**config.mk**
```make
export PLATFORM = sky130hd
export DESIGN_NAME = random_multiset_sequence_draw_unit
export DESIGN_NICKNAME = d
export VERILOG_FILES = /design/src/hdl/rmsd_pkg.sv /design/src/hdl/rmsd_ram.sv /design/src/hdl/rmsd_div.sv /design/src/hdl/random_multiset_sequence_draw_unit.sv
export SDC_FILE = /design/constraint.sdc
export NUM_CORES = 1
export LEC_CHECK = 0
export ABC_CLOCK_PERIOD_IN_PS = 5500
export BUFFER_PORTS_ARGS = -buffer_cell sky130_fd_sc_hd__clkbuf_2
export CAP_MARGIN = 20
export CORE_ASPECT_RATIO = 2
export CORE_MARGIN = 5
export CORE_UTILIZATION = 60
export CTS_CLUSTER_DIAMETER = 120
export DETAILED_ROUTE_END_ITERATION = 7
export HOLD_SLACK_MARGIN = 0.1
export PLACE_DENSITY = 0.77
export SLEW_MARGIN = 20
export SYNTH_ARGS = -nofsm -noshare
export SYNTH_HDL_FRONTEND = slang
export SYNTH_SLANG_ARGS = --single-unit
```
**constraint.sdc**
```tcl
create_clock -name clk -period 5.5 [get_ports clk]
set_input_delay 0.55 -clock clk [delete_from_list [all_inputs] [get_ports clk]]
set_output_delay 0.55 -clock clk [all_outputs]
set_load 0.02 [all_outputs]
```
**src/hdl/rmsd_pkg.sv**
```systemverilog
// Shared constants for the random multiset sequence draw unit.
package rmsd_pkg;

  // Field widths fixed by the interface
  localparam int RV_W       = 64;
  localparam int JOB_ID_W   = 6;
  localparam int CFG_DATA_W = 7;
  localparam int CFG_IDX_W  = 8;

  // Iteration counter of the remainder unit, holds 0..RV_W
  localparam int DIV_CNT_W = $clog2(RV_W + 1);

  // Configuration register indexes
  localparam logic [CFG_IDX_W-1:0] REG_NUM_JOBS     = CFG_IDX_W'(0);
  localparam logic [CFG_IDX_W-1:0] REG_NUM_MACHINES = CFG_IDX_W'(1);

  // Default pool sizes
  localparam int MAX_JOBS_DEF     = 64;
  localparam int MAX_MACHINES_DEF = 64;

endpackage

```
**src/hdl/rmsd_ram.sv**
```systemverilog
// Generic single-write, single-read RAM with registered read data.
module rmsd_ram #(
  parameter int WIDTH  = 8,
  parameter int DEPTH  = 64,
  parameter int ADDR_W = $clog2(DEPTH)
) (
  input  logic              clk,
  input  logic              we,
  input  logic [ADDR_W-1:0] waddr,
  input  logic [WIDTH-1:0]  wdata,
  input  logic              re,
  input  logic [ADDR_W-1:0] raddr,
  output logic [WIDTH-1:0]  rdata
);

  logic [WIDTH-1:0] mem [DEPTH];
  logic [WIDTH-1:0] rdata_r;

  // Write port
  always_ff @(posedge clk) begin
    if (we) begin
      mem[waddr] <= wdata;
    end
  end

  // Registered read port
  always_ff @(posedge clk) begin
    if (re) begin
      rdata_r <= mem[raddr];
    end
  end

  assign rdata = rdata_r;

endmodule

```
**src/hdl/rmsd_div.sv**
```systemverilog
// Restoring remainder unit: 64-bit dividend modulo a narrow divisor, one bit per cycle.
module rmsd_div #(
  parameter int DIV_W = 7
) (
  input  logic                     clk,
  input  logic                     rst_n,
  input  logic                     start,
  input  logic [rmsd_pkg::RV_W-1:0] dividend,
  input  logic [DIV_W-1:0]         divisor,
  output logic                     done,
  output logic [DIV_W-1:0]         remainder
);

  import rmsd_pkg::*;

  logic                 busy_r;
  logic                 busy_nxt;
  logic                 done_r;
  logic                 done_nxt;
  logic [DIV_CNT_W-1:0] cnt_r;
  logic [DIV_CNT_W-1:0] cnt_nxt;
  logic [RV_W-1:0]      q_r;
  logic [RV_W-1:0]      q_nxt;
  logic [DIV_W-1:0]     rem_r;
  logic [DIV_W-1:0]     rem_nxt;
  logic [DIV_W-1:0]     div_r;
  logic [DIV_W-1:0]     div_nxt;
  logic [DIV_W:0]       trial;

  // Shift in the next dividend bit and subtract when it fits
  always_comb begin
    busy_nxt = busy_r;
    done_nxt = 1'b0;
    cnt_nxt  = cnt_r;
    q_nxt    = q_r;
    rem_nxt  = rem_r;
    div_nxt  = div_r;
    trial    = {rem_r, q_r[RV_W-1]};
    if (start) begin
      busy_nxt = 1'b1;
      cnt_nxt  = '0;
      q_nxt    = dividend;
      rem_nxt  = '0;
      div_nxt  = divisor;
    end else if (busy_r) begin
      q_nxt = {q_r[RV_W-2:0], 1'b0};
      if (trial >= {1'b0, div_r}) begin
        rem_nxt = DIV_W'(trial - {1'b0, div_r});
      end else begin
        rem_nxt = trial[DIV_W-1:0];
      end
      cnt_nxt = cnt_r + DIV_CNT_W'(1);
      if (cnt_r == DIV_CNT_W'(RV_W - 1)) begin
        busy_nxt = 1'b0;
        done_nxt = 1'b1;
      end
    end
  end

  always_ff @(posedge clk) begin
    if (!rst_n) begin
      busy_r <= 1'b0;
      done_r <= 1'b0;
      cnt_r  <= '0;
    end else begin
      busy_r <= busy_nxt;
      done_r <= done_nxt;
      cnt_r  <= cnt_nxt;
    end
  end

  always_ff @(posedge clk) begin
    q_r   <= q_nxt;
    rem_r <= rem_nxt;
    div_r <= div_nxt;
  end

  assign done      = done_r;
  assign remainder = rem_r;

endmodule

```
**src/hdl/random_multiset_sequence_draw_unit.sv**
```systemverilog
// Top level of the random multiset sequence draw unit.
// Draws a job-shop operation sequence in which every job appears num_machines times.
// Input channel: an item (in_random_value, in_restart) transfers at a rising edge with
// start high and busy low. busy stays high until the item's result is issued.
// Result channel: out_valid is high for exactly one cycle with out_job_id,
// out_sequence_last and out_exhausted; the receiver cannot stall it.
// Config channel: cfg_ready is always high; index 0 writes num_jobs, index 1 writes
// num_machines, other indexes are dropped. Writes take effect at the next restart.
// Sequence: a restart first fills the pool memories, one slot per cycle, for the
// effective job count. A draw then runs a check state, the bit-serial remainder unit
// over the 64 dividend bits, a memory read and an update, and, when a job finishes,
// a second read and a move of the last slot into its place.
// An empty pool returns exhausted from the check state without a draw.
// Reset: synchronous active-low rst_n empties the pool and sets both registers to 1;
// the pool memories are not cleared, since only slots below the active count are read.
module random_multiset_sequence_draw_unit #(
  parameter int MAX_JOBS     = rmsd_pkg::MAX_JOBS_DEF,
  parameter int MAX_MACHINES = rmsd_pkg::MAX_MACHINES_DEF
) (
  input  logic                           clk,
  input  logic                           rst_n,
  input  logic                           start,
  output logic                           busy,
  input  logic [rmsd_pkg::RV_W-1:0]      in_random_value,
  input  logic                           in_restart,
  output logic                           out_valid,
  output logic [rmsd_pkg::JOB_ID_W-1:0]  out_job_id,
  output logic                           out_sequence_last,
  output logic                           out_exhausted,
  input  logic                           cfg_valid,
  output logic                           cfg_ready,
  input  logic [rmsd_pkg::CFG_IDX_W-1:0] cfg_index,
  input  logic [rmsd_pkg::CFG_DATA_W-1:0] cfg_data
);

  import rmsd_pkg::*;

  localparam int AW = $clog2(MAX_JOBS);
  localparam int CW = $clog2(MAX_JOBS + 1);
  localparam int RW = $clog2(MAX_MACHINES + 1);

  localparam logic [2:0] S_IDLE = 3'd0;
  localparam logic [2:0] S_FILL = 3'd1;
  localparam logic [2:0] S_CHK  = 3'd2;
  localparam logic [2:0] S_DIV  = 3'd3;
  localparam logic [2:0] S_RD1  = 3'd4;
  localparam logic [2:0] S_UPD  = 3'd5;
  localparam logic [2:0] S_RD2  = 3'd6;
  localparam logic [2:0] S_MOVE = 3'd7;

  logic [2:0]            state_r;
  logic [2:0]            state_nxt;
  logic [CFG_DATA_W-1:0] num_jobs_r;
  logic [CFG_DATA_W-1:0] num_machines_r;
  logic [CW-1:0]         active_r;
  logic [CW-1:0]         active_nxt;
  logic [AW-1:0]         fill_r;
  logic [AW-1:0]         fill_nxt;
  logic [RW-1:0]         macs_r;
  logic [RW-1:0]         macs_nxt;
  logic [AW-1:0]         idx_r;
  logic [AW-1:0]         idx_nxt;
  logic [AW-1:0]         job_r;
  logic [AW-1:0]         job_nxt;
  logic [RV_W-1:0]       rv_r;
  logic [RV_W-1:0]       rv_nxt;
  logic                  ov_r;
  logic                  ov_nxt;
  logic [JOB_ID_W-1:0]   oj_r;
  logic [JOB_ID_W-1:0]   oj_nxt;
  logic                  ol_r;
  logic                  ol_nxt;
  logic                  oe_r;
  logic                  oe_nxt;

  logic [CW-1:0] jobs_eff;
  logic [RW-1:0] macs_eff;
  logic [RW-1:0] rem_dec;
  logic [CW-1:0] active_m1;

  logic          div_start;
  logic          div_done;
  logic [CW-1:0] div_rem;

  logic          mem_we;
  logic [AW-1:0] mem_waddr;
  logic [RW-1:0] rem_wdata;
  logic [AW-1:0] job_wdata;
  logic          mem_re;
  logic [AW-1:0] mem_raddr;
  logic [RW-1:0] rem_rdata;
  logic [AW-1:0] job_rdata;

  // Configuration registers, always ready
  assign cfg_ready = 1'b1;

  always_ff @(posedge clk) begin
    if (!rst_n) begin
      num_jobs_r     <= CFG_DATA_W'(1);
      num_machines_r <= CFG_DATA_W'(1);
    end else if (cfg_valid && cfg_ready) begin
      if (cfg_index == REG_NUM_JOBS) begin
        num_jobs_r <= cfg_data;
      end else if (cfg_index == REG_NUM_MACHINES) begin
        num_machines_r <= cfg_data;
      end
    end
  end

  // Saturate the register values to the pool size; zero machines gives zero jobs
  always_comb begin
    if (int'(num_machines_r) > MAX_MACHINES) begin
      macs_eff = RW'(MAX_MACHINES);
    end else begin
      macs_eff = RW'(num_machines_r);
    end
    if (int'(num_jobs_r) > MAX_JOBS) begin
      jobs_eff = CW'(MAX_JOBS);
    end else begin
      jobs_eff = CW'(num_jobs_r);
    end
    if (macs_eff == '0) begin
      jobs_eff = '0;
    end
  end

  assign active_m1 = active_r - CW'(1);
  assign rem_dec   = (rem_rdata != '0) ? rem_rdata - RW'(1) : '0;

  // Sequencer
  always_comb begin
    state_nxt  = state_r;
    active_nxt = active_r;
    fill_nxt   = fill_r;
    macs_nxt   = macs_r;
    idx_nxt    = idx_r;
    job_nxt    = job_r;
    rv_nxt     = rv_r;
    ov_nxt     = 1'b0;
    oj_nxt     = oj_r;
    ol_nxt     = ol_r;
    oe_nxt     = oe_r;
    div_start  = 1'b0;
    mem_we     = 1'b0;
    mem_waddr  = idx_r;
    rem_wdata  = rem_dec;
    job_wdata  = job_rdata;
    mem_re     = 1'b0;
    mem_raddr  = idx_r;
    unique case (state_r)
      S_IDLE: begin
        if (start) begin
          rv_nxt = in_random_value;
          if (in_restart) begin
            active_nxt = jobs_eff;
            macs_nxt   = macs_eff;
            fill_nxt   = '0;
            state_nxt  = (jobs_eff != '0) ? S_FILL : S_CHK;
          end else begin
            state_nxt = S_CHK;
          end
        end
      end
      S_FILL: begin
        mem_we    = 1'b1;
        mem_waddr = fill_r;
        rem_wdata = macs_r;
        job_wdata = fill_r;
        fill_nxt  = fill_r + AW'(1);
        if (CW'(fill_r) == active_m1) begin
          state_nxt = S_CHK;
        end
      end
      S_CHK: begin
        if (active_r == '0) begin
          ov_nxt    = 1'b1;
          oj_nxt    = '0;
          ol_nxt    = 1'b0;
          oe_nxt    = 1'b1;
          state_nxt = S_IDLE;
        end else begin
          div_start = 1'b1;
          state_nxt = S_DIV;
        end
      end
      S_DIV: begin
        if (div_done) begin
          idx_nxt   = AW'(div_rem);
          state_nxt = S_RD1;
        end
      end
      S_RD1: begin
        mem_re    = 1'b1;
        mem_raddr = idx_r;
        state_nxt = S_UPD;
      end
      S_UPD: begin
        job_nxt = job_rdata;
        if (rem_dec != '0) begin
          mem_we    = 1'b1;
          mem_waddr = idx_r;
          rem_wdata = rem_dec;
          job_wdata = job_rdata;
          ov_nxt    = 1'b1;
          oj_nxt    = JOB_ID_W'(job_rdata);
          ol_nxt    = 1'b0;
          oe_nxt    = 1'b0;
          state_nxt = S_IDLE;
        end else begin
          state_nxt = S_RD2;
        end
      end
      S_RD2: begin
        mem_re    = 1'b1;
        mem_raddr = AW'(active_m1);
        state_nxt = S_MOVE;
      end
      S_MOVE: begin
        // move the last active slot into the hole
        mem_we     = 1'b1;
        mem_waddr  = idx_r;
        rem_wdata  = rem_rdata;
        job_wdata  = job_rdata;
        active_nxt = active_m1;
        ov_nxt     = 1'b1;
        oj_nxt     = JOB_ID_W'(job_r);
        ol_nxt     = (active_m1 == '0);
        oe_nxt     = 1'b0;
        state_nxt  = S_IDLE;
      end
      default: begin
        state_nxt = S_IDLE;
      end
    endcase
  end

  always_ff @(posedge clk) begin
    if (!rst_n) begin
      state_r  <= S_IDLE;
      active_r <= '0;
      ov_r     <= 1'b0;
    end else begin
      state_r  <= state_nxt;
      active_r <= active_nxt;
      ov_r     <= ov_nxt;
    end
  end

  always_ff @(posedge clk) begin
    fill_r <= fill_nxt;
    macs_r <= macs_nxt;
    idx_r  <= idx_nxt;
    job_r  <= job_nxt;
    rv_r   <= rv_nxt;
    oj_r   <= oj_nxt;
    ol_r   <= ol_nxt;
    oe_r   <= oe_nxt;
  end

  // Remainder unit: random value modulo the active job count
  rmsd_div #(
    .DIV_W(CW)
  ) u_div (
    .clk      (clk),
    .rst_n    (rst_n),
    .start    (div_start),
    .dividend (rv_r),
    .divisor  (active_r),
    .done     (div_done),
    .remainder(div_rem)
  );

  // Pool memories
  rmsd_ram #(
    .WIDTH(RW),
    .DEPTH(MAX_JOBS)
  ) u_rem_ram (
    .clk  (clk),
    .we   (mem_we),
    .waddr(mem_waddr),
    .wdata(rem_wdata),
    .re   (mem_re),
    .raddr(mem_raddr),
    .rdata(rem_rdata)
  );

  rmsd_ram #(
    .WIDTH(AW),
    .DEPTH(MAX_JOBS)
  ) u_job_ram (
    .clk  (clk),
    .we   (mem_we),
    .waddr(mem_waddr),
    .wdata(job_wdata),
    .re   (mem_re),
    .raddr(mem_raddr),
    .rdata(job_rdata)
  );

  assign busy              = (state_r != S_IDLE);
  assign out_valid         = ov_r;
  assign out_job_id        = oj_r;
  assign out_sequence_last = ol_r;
  assign out_exhausted     = oe_r;

endmodule
```
==> results of run 1 <==
==> critical path, delay by kind of cell (launching register included) <==
| kind | cells | cell delay, ns |
|---|---|---|
| buffers and inverters | 1 | 0.16 |
| AND/OR/NAND/NOR | 4 | 1.59 |
| flip-flops | 1 | 0.69 |
| AO/OA/AOI/OAI | 2 | 1.25 |
| adder cells (fa/ha/maj) | 1 | 0.27 |
==> routing by layer <==
metal	part of all wire [%]	GRT usage [%]	vias up	wire length, um
li1	-	-	10100	-
met1	33	28.7	11600	34000
met2	53	47.5	1009	55000
met3	5.3	3.73	306	5550
met4	9.2	20.3	0	9620
met5	0	0	-	0
==> state kept, by name, indices dropped and copies added, names as in the netlist, 3 cells and up <==
| name | flops |
|---|---|
| num_jobs_r | 7 |
| out_job_id | 6 |
| active_r | 7 |
| u_job_ram.mem | 384 |
| fill_r | 6 |
| u_rem_ram.mem | 448 |
| state_r | 3 |
| u_div.q_r | 64 |
| u_div.div_r | 7 |
| u_div.remainder | 7 |
| u_job_ram.rdata | 6 |
| num_machines_r | 7 |
| u_div.cnt_r | 7 |
| u_rem_ram.rdata | 7 |
| macs_r | 7 |
| idx_r | 6 |
| rv_r | 64 |
| job_r | 6 |
==> power breakdown <==
group	internal, uW	leakage [uW]	switching (uW)
logic	970	0.00603	2530
registers	10500	0.00951	332
clock network	3190	0.00131	2770
total	14700	0.0169	5630
==> stage by stage <==
step	instance area [um2]	worst slack, ns	power [uW]
final	48100	1.11	20300
after detailed placement	44800	1.38	14300
after global routing	48100	1.12	20900
after global placement	44800	1.52	14200
after CTS	48100	1.37	20200
after floorplan	43000	0.994	13000
==> cells in the final DEF (no fill, tap or decap), types with 12 or more instances in the layout <==
cell type	synthesis	routed
edfxtp_1	1013	1013
mux2i_1	442	441
mux2_2	274	274
a22oi_1	109	109
clkbuf_2	1	93
clkbuf_16	0	89
nor2_1	110	81
buf_4	39	76
nand2_1	75	70
a21oi_1	65	64
dlygate4sd3_1	0	64
dfxtp_1	41	41
nor2_2	1	26
inv_1	22	21
nor2b_1	21	21
nor4_1	20	20
o21ai_0	24	20
clkinv_2	0	20
nor3_1	14	14
xor2_1	13	13
clkbuf_1	59	13
clkinv_1	0	13
nand3_1	12	12
ha_1	12	12
==> timing repair <==
item / CTS / global route
hold buffers: 64 / 0
buffers inserted: 0 / 0
hold endpoints to repair: 64 / 0
gates resized for setup: 0 / 0
==> cells by family (layout without fill, tap and decap cells) <==
family          after synthesis  count (layout)
compound gates              239             239
xor+xnor                     21              21
fa+ha+maj                    13              13
buf+inv                     152             413
flops                      1054            1054
mux                         716             716
other cells                   1               1
simple gates                299             299
==> area by class of cell <==
class                   instances  area [um2]  share of cell area [%]
well taps                     916        1150                    2.38
flip-flops and latches       1054       31200                    64.9
inverters                      22        82.6                   0.172
repair buffers                241        1840                    3.82
multi-input cells            1289       11200                    23.2
clock buffers                 103        2290                    4.76
clock inverters                47         359                   0.746
==> worst paths after layout <==
path / startpoint / endpoint / slack [ns] / cells after the start
setup reg to reg: u_rem_ram.rdata[0] / u_job_ram.mem[10][5] / 1.11 / 8
hold / removal: cfg_data[0] / num_jobs_r[0] / 0.18 / 3
setup / recovery: u_rem_ram.rdata[0] / u_job_ram.mem[10][5] / 1.11 / 8
hold reg to reg: u_div.cnt_r[6] / u_div.done / 0.51 / 1
==> metrics.md, run 1 <==
| Metric | Value |
|---|---|
| Status | finished, final reports clean |
| Least-Margin Pin Slew | 1.14 ns |
| Fraction of layout cells with a size suffix above 1 | 22.9% |
| Die area | 77,500 um2 |
| Routed Wire Length | 104 mm |
| GRT Overall Usage | 26.9% |
| Final Hold Vio Count | 0 |
| First-pass GRT wire length | 153 mm |
| Core Area | 71,500 um2 |
| Ys Warns | 0 |
| CP Max Fanout | 16 |
| Yosys reg bits | 1,054 |
| Post-synthesis simple-gate area fraction | 3.32% |
| Die W | 199 um |
| Number of port buffers | 93 |
| Post-synthesis xor/xnor area fraction | 0.428% |
| Syn Area/Cell | 17.2 um2 |
| Hold Crit Class | in2reg |
| GP Congestion | 0.934 |
| GRT overflow | 0 |
| CTS buffer count | 84 |
| Adder-cell area share of the yosys netlist | 0.396% |
| DRT Pass-1 Iters | 6 |
| Antenna violations before repair | 2 |
| Maximum clock path buffer count | 3 |
| MaxCap Viol Count | 0 |
| FP Rows | 139 |
| Slew HR | 24.0% |
| Post-synthesis mux area share | 17.5% |
| CTS clk-pin slew, worst paths | 0.07 ns |
| Placed cells | 3,458 |
| Data arrival time of the critical path | 4.65 ns |
| Count leader, synth | edfxtp_1 |
| Pwr/cell area | 422 nW/um2 |
| Post-layout minimum cycle time | 4.39 ns |
| Hold slack | 0.180 ns |
| Avg WL per Cell | 28.4 um |
| Post-synth cell types | 61 |
| H-tree depth | 3 |
| Hpwl dp | 67.1 mm |
| # clock sinks | 1,054 |
| Fillcell total | 4,525 |
| Fmax | 228 MHz |
| Number of remaining DRC errors | 0 |
| Largest net degree at the start of global routing | 82 |
| Initial core utilization | 60.2% |
| TritonCTS clock tree | yes |
| Synth Area in Compound Gates | 3.87% |
| Area delta synth->final | 11.9% |
| Initial drt markers | 2,034 |
| Worst-path cell chain | inv_1 > ha_1 > or3b_4 > or4_4 > a221oi_4 > nor4_1 > a31oi_4 > nor2_1 |
| Via count | 23.1k |
| Seq/Total Area, Yosys | 72.6% |
| Dominant cell type by area after synthesis | edfxtp_1 |
| Post-synth ARST share | 0% |
| Fin Setup TNS | 0 ns |
| Chip height | 389 um |
| Number of global-route vias before repair | 24.4k |
| Top FF cell, synth | edfxtp_1 |
| Clock latency on the worst-skew pair | 0.66 ns |
| Post-Layout Cell Count | 3,672 |
| Post-Syn Nets | 2,592 |
| Worst Path Required | 5.76 ns |
| Worst setup SP type | register |
| Slowest CP cell | a31oi_4 |
| Top post-synthesis cells by count | 1,013 x edfxtp_1, 442 x mux2i_1, 274 x mux2_2, 110 x nor2_1, 109 x a22oi_1 |
| Largest stage delay on the critical path | 0.84 ns |
| Final setup vio count | 0 |
| Setup crit end kind | register |
| Combinational family with the most area after synthesis | multiplexers |
| Unrepaired setup endpoints after global routing | false |
| Top cells by area, synth | edfxtp_1 71%, mux2i_1 10%, mux2_2 7.2%, dfxtp_1 1.9%, a22oi_1 1.9% |
| Max Slew Vio Count | 0 |
| Crit Path Class | reg2reg |
| Vias/cell | 6.28 |
| Syn Inst Count | 2,495 |
| Synthesized cell area | 43,000 um2 |
| Final worst-path cycle share | 79.8% |
| Setup Skew | 0.0302 ns |
| Fin util | 67.3% |
| Clk root buf | clkbuf_16 |
| Final net count | 2,789 |
| Maximum vdd drop | 546 uV |
| Final ANT Viol Nets | 0 |
| Top-area cell type share of the netlist area | 70.7% |
| Diode count | 0 |
| Leakage power | 0.0169 uW |
| EDFF count, synth | 1,013 |
| Ports | 95 |
Power figures use the tool's default switching activity.
==> inputs of run 2 (changes only) <==
--- a/config.mk
+++ b/config.mk
@@ -5,7 +5,7 @@
 export SDC_FILE = /design/constraint.sdc
 export NUM_CORES = 1
 export LEC_CHECK = 0
-export ABC_CLOCK_PERIOD_IN_PS = 5500
+export ABC_CLOCK_PERIOD_IN_PS = 4450
 export BUFFER_PORTS_ARGS = -buffer_cell sky130_fd_sc_hd__clkbuf_2
 export CAP_MARGIN = 20
 export CORE_ASPECT_RATIO = 2
==> constraint.sdc (replaced) <==
create_clock -name clk -period 4.45 [get_ports clk]
set_input_delay 0.445 -clock clk [delete_from_list [all_inputs] [get_ports clk]]
set_output_delay 0.445 -clock clk [all_outputs]
set_load 0.02 [all_outputs]
==> run 2 against run 1 <==
- non-clock buffer count grew 60
- global-route usage down 0.62 points
- final cell count grew 1.6%
- critical path depth up 3
- flip-flop and latch count stayed put
- via count rose by 0.33%
- worst setup slack worse by 0.50 ns
- clock power increased by 29%
==> metrics.md, run 2 (same netlist as run 1, synthesis figures left out) <==
| Metric | Value |
|---|---|
| Initial core utilization | 60.2% (unchanged) |
| Post_cts resized | 0 (unchanged) |
| Seq pwr share | 52.2% (-1.2 points) |
| Hold Crit Class | in2reg |
| First-pass GRT wire length | 151 mm (-1.7%) |
| Final setup vio count | 0 (unchanged) |
| Int Pwr | 18,600 uW (+27%) |
| Setup Skew | 0.0126 ns (-0.0176 ns) |
| Leakage power | 0.0173 uW (+2.4%) |
| Number of global-route vias before repair | 24.2k (-0.76%) |
| Worst Path Required | 4.97 ns (-0.79 ns) |
| Fin area | 48,900 um2 (+1.6%) |
| GP Congestion | 0.979 (+4.8%) |
| Largest Register | u_rem_ram.mem |
| # clock sinks | 1,054 (unchanged) |
| TritonCTS clock tree | yes |
| Number of port buffers | 93 (unchanged) |
| Post-layout minimum cycle time | 3.84 ns (-0.552 ns) |
| Final net count | 2,848 (+2.1%) |
| Setup crit end kind | register |
| Routed Wire Length | 102 mm (-2.0%) |
| R2R Setup Slk | 0.61 ns (-0.50 ns) |
| Hpwl dp | 64.7 mm (-3.6%) |
| Chip height | 389 um (unchanged) |
| Commonest non-fill, non-tap cell in the layout | edfxtp_1 |
| Status | finished, final reports clean |
| Via count | 23.1k (+0.33%) |
| Clock share of power | 30.0% (+0.6 points) |
| MaxCap Viol Count | 0 (unchanged) |
| Fin Setup TNS | 0 ns (unchanged) |
| Maximum clock path buffer count | 3 (unchanged) |
| Highest-count cells in the layout ignoring fill and taps | 1,013 x edfxtp_1, 441 x mux2i_1, 274 x mux2_2 |
| Worst R2R Start | state_r[0] |
| Fmax | 261 MHz (+14%) |
| Hold slack | 0.240 ns (+0.0596 ns) |
| Maximum vdd drop | 962 uV (+76%) |
| Largest net degree at the start of global routing | 71 (-13%) |
| Max Slew Vio Count | 0 (unchanged) |
| GRT overflow | 0 (unchanged) |
| Final ANT Viol Nets | 0 (unchanged) |
| Fraction of layout cells with a size suffix above 1 | 24.2% (+1.3 points) |
| Die area | 77,500 um2 (unchanged) |
| Pwr/cell area | 524 nW/um2 (+24%) |
| CP Max Fanout | 60 (+44) |
| Vias/cell | 6.20 (-1.2%) |
| Crit Path Class | reg2reg |
| Diode count | 0 (unchanged) |
| Data arrival time of the critical path | 4.36 ns (-0.29 ns) |
| Gate power share | 17.8% (+0.6 points) |
| R2r worst-path depth | 11 (+3) |
| Core Area | 71,500 um2 (unchanged) |
| Number of remaining DRC errors | 0 (unchanged) |
| Initial drt markers | 2,011 (-1.1%) |
| Worst setup SP type | register |
| Critical hold path startpoint | rst_n |
| Avg WL per Cell | 27.3 um (-3.6%) |
| DRT Pass-1 Iters | 7 (+1) |
| Slew HR | 25.8% (+1.9 points) |
| FP Rows | 139 (unchanged) |
| Hold depth | 2 (-1) |
| Final Hold Vio Count | 0 (unchanged) |
| Switching Share | 27.4% (-0.31 points) |
| Clk root buf | clkbuf_16 |
| Fillcell total | 4,436 (-2.0%) |
| Top flop regs | u_rem_ram.mem (448), u_job_ram.mem (384) |
| Clock latency on the worst-skew pair | 0.65 ns (about the same) |
| Placed Area | 45,300 um2 (+1.2%) |
| Ports | 95 (unchanged) |
| CTS clk-pin slew, worst paths | 0.07 ns (about the same) |
| Area delta synth->final | 13.7% |
| Die W | 199 um (unchanged) |
| Hold EP | num_jobs_r[0] |
| H-tree depth | 3 (unchanged) |
| Least-Margin Pin Slew | 1.11 ns (-0.0319 ns) |
| Antenna violations before repair | 0 (-2) |
| Fin util | 68.4% (+1.1 points) |
| Unrepaired setup endpoints after global routing | false |
| Max reg flops | 448 (unchanged) |
| GRT Overall Usage | 26.3% (-0.62 points) |
| CTS buffer count | 83 (-1.2%) |
| Final worst-path cycle share | 86.2% (+6.4 points) |
| Worst r2r dst | u_rem_ram.rdata[1] |
| P_sw | 7030 uW (+25%) |
run 2: cell count changes in the layout (fill, tap and decap cells not counted), moves of 4 or more:
cell / delta
nor2_1: +9
clkinv_2: -4
buf_4: +41
bufinv_16: +8
buf_12: +12
clkbuf_1: -4
nor2_2: -9
dlygate4sd3_1: +7
clkinvlp_4: +4
run 2: worst max-delay path by stage:
stage | start | to | slack [ns] | cells past startpoint
6_report | state_r[0] | u_rem_ram.rdata[1] | 0.61 | 11
3_3_place_gp | state_r[0] | u_rem_ram.rdata[1] | 0.84 | 11
2_1_floorplan | u_rem_ram.rdata[0] | u_rem_ram.mem[0][0] | -0.05 | 6
3_5_place_dp | state_r[0] | u_job_ram.rdata[3] | 0.77 | 10
5_1_grt | state_r[0] | u_rem_ram.rdata[1] | 0.55 | 11
4_1_cts | state_r[0] | u_job_ram.rdata[3] | 0.77 | 10
run 2: layout make-up:
cell class / count / area, um2 / area share, %
Clock inverter: 52 / 602 / 1.23
Inverter: 22 / 82.6 / 0.169
Clock buffer: 96 / 2200 / 4.50
Multi-Input combinational cell: 1289 / 11200 / 22.8
Sequential cell: 1054 / 31200 / 63.9
Tap cell: 916 / 1150 / 2.34
Timing Repair Buffer: 301 / 2450 / 5.02
run 2: critical path, cell delays in order (launching register included):
cell and delay [ns]:
dfxtp_1 0.60, nand3b_4 0.30, mux2i_4 0.31, buf_12 0.18, buf_12 0.30, buf_4 0.37, mux2i_1 0.12, mux2_2 0.28
a22oi_1 0.34, a21oi_1 0.11, nor4_1 0.51, buf_4 0.21
run 2: per-stage QoR:
stage                     worst slack, ns  power, uW  cells
after floorplan                   -0.0516      16000   2495
after global placement              0.835      17800   3510
after detailed placement            0.768      18000   3510
after CTS                           0.773      25600   3729
after global routing                0.553      26400   3730
final                               0.615      25600   3730
run 2: repair_timing:
action                    in CTS  in global routing
hold endpoints to repair      76                  0
hold buffers                  71                  0
buffers inserted               0                  0
run 2: power by group through the flow:
stage	Sequential, uW	Combinational (uW)	Clock, uW
2_1_floorplan	13500	2530	0
3_3_place_gp	13500	4240	0
3_5_place_dp	13600	4430	0
4_1_cts	13400	4500	7760
5_1_grt	13400	4810	8170
6_report	13400	4560	7700
run 2: per-layer routing:
| layer | up-vias | part of all wire, % | wire, um | track usage, % |
|---|---|---|---|---|
| met5 | - | 0 | 0 | 0 |
| met1 | 11700 | 34 | 34700 | 29.7 |
| li1 | 10200 | - | - | - |
| met4 | 0 | 7.6 | 7800 | 16.5 |
| met3 | 266 | 5.3 | 5400 | 3.35 |
| met2 | 940 | 53 | 54100 | 46.7 |
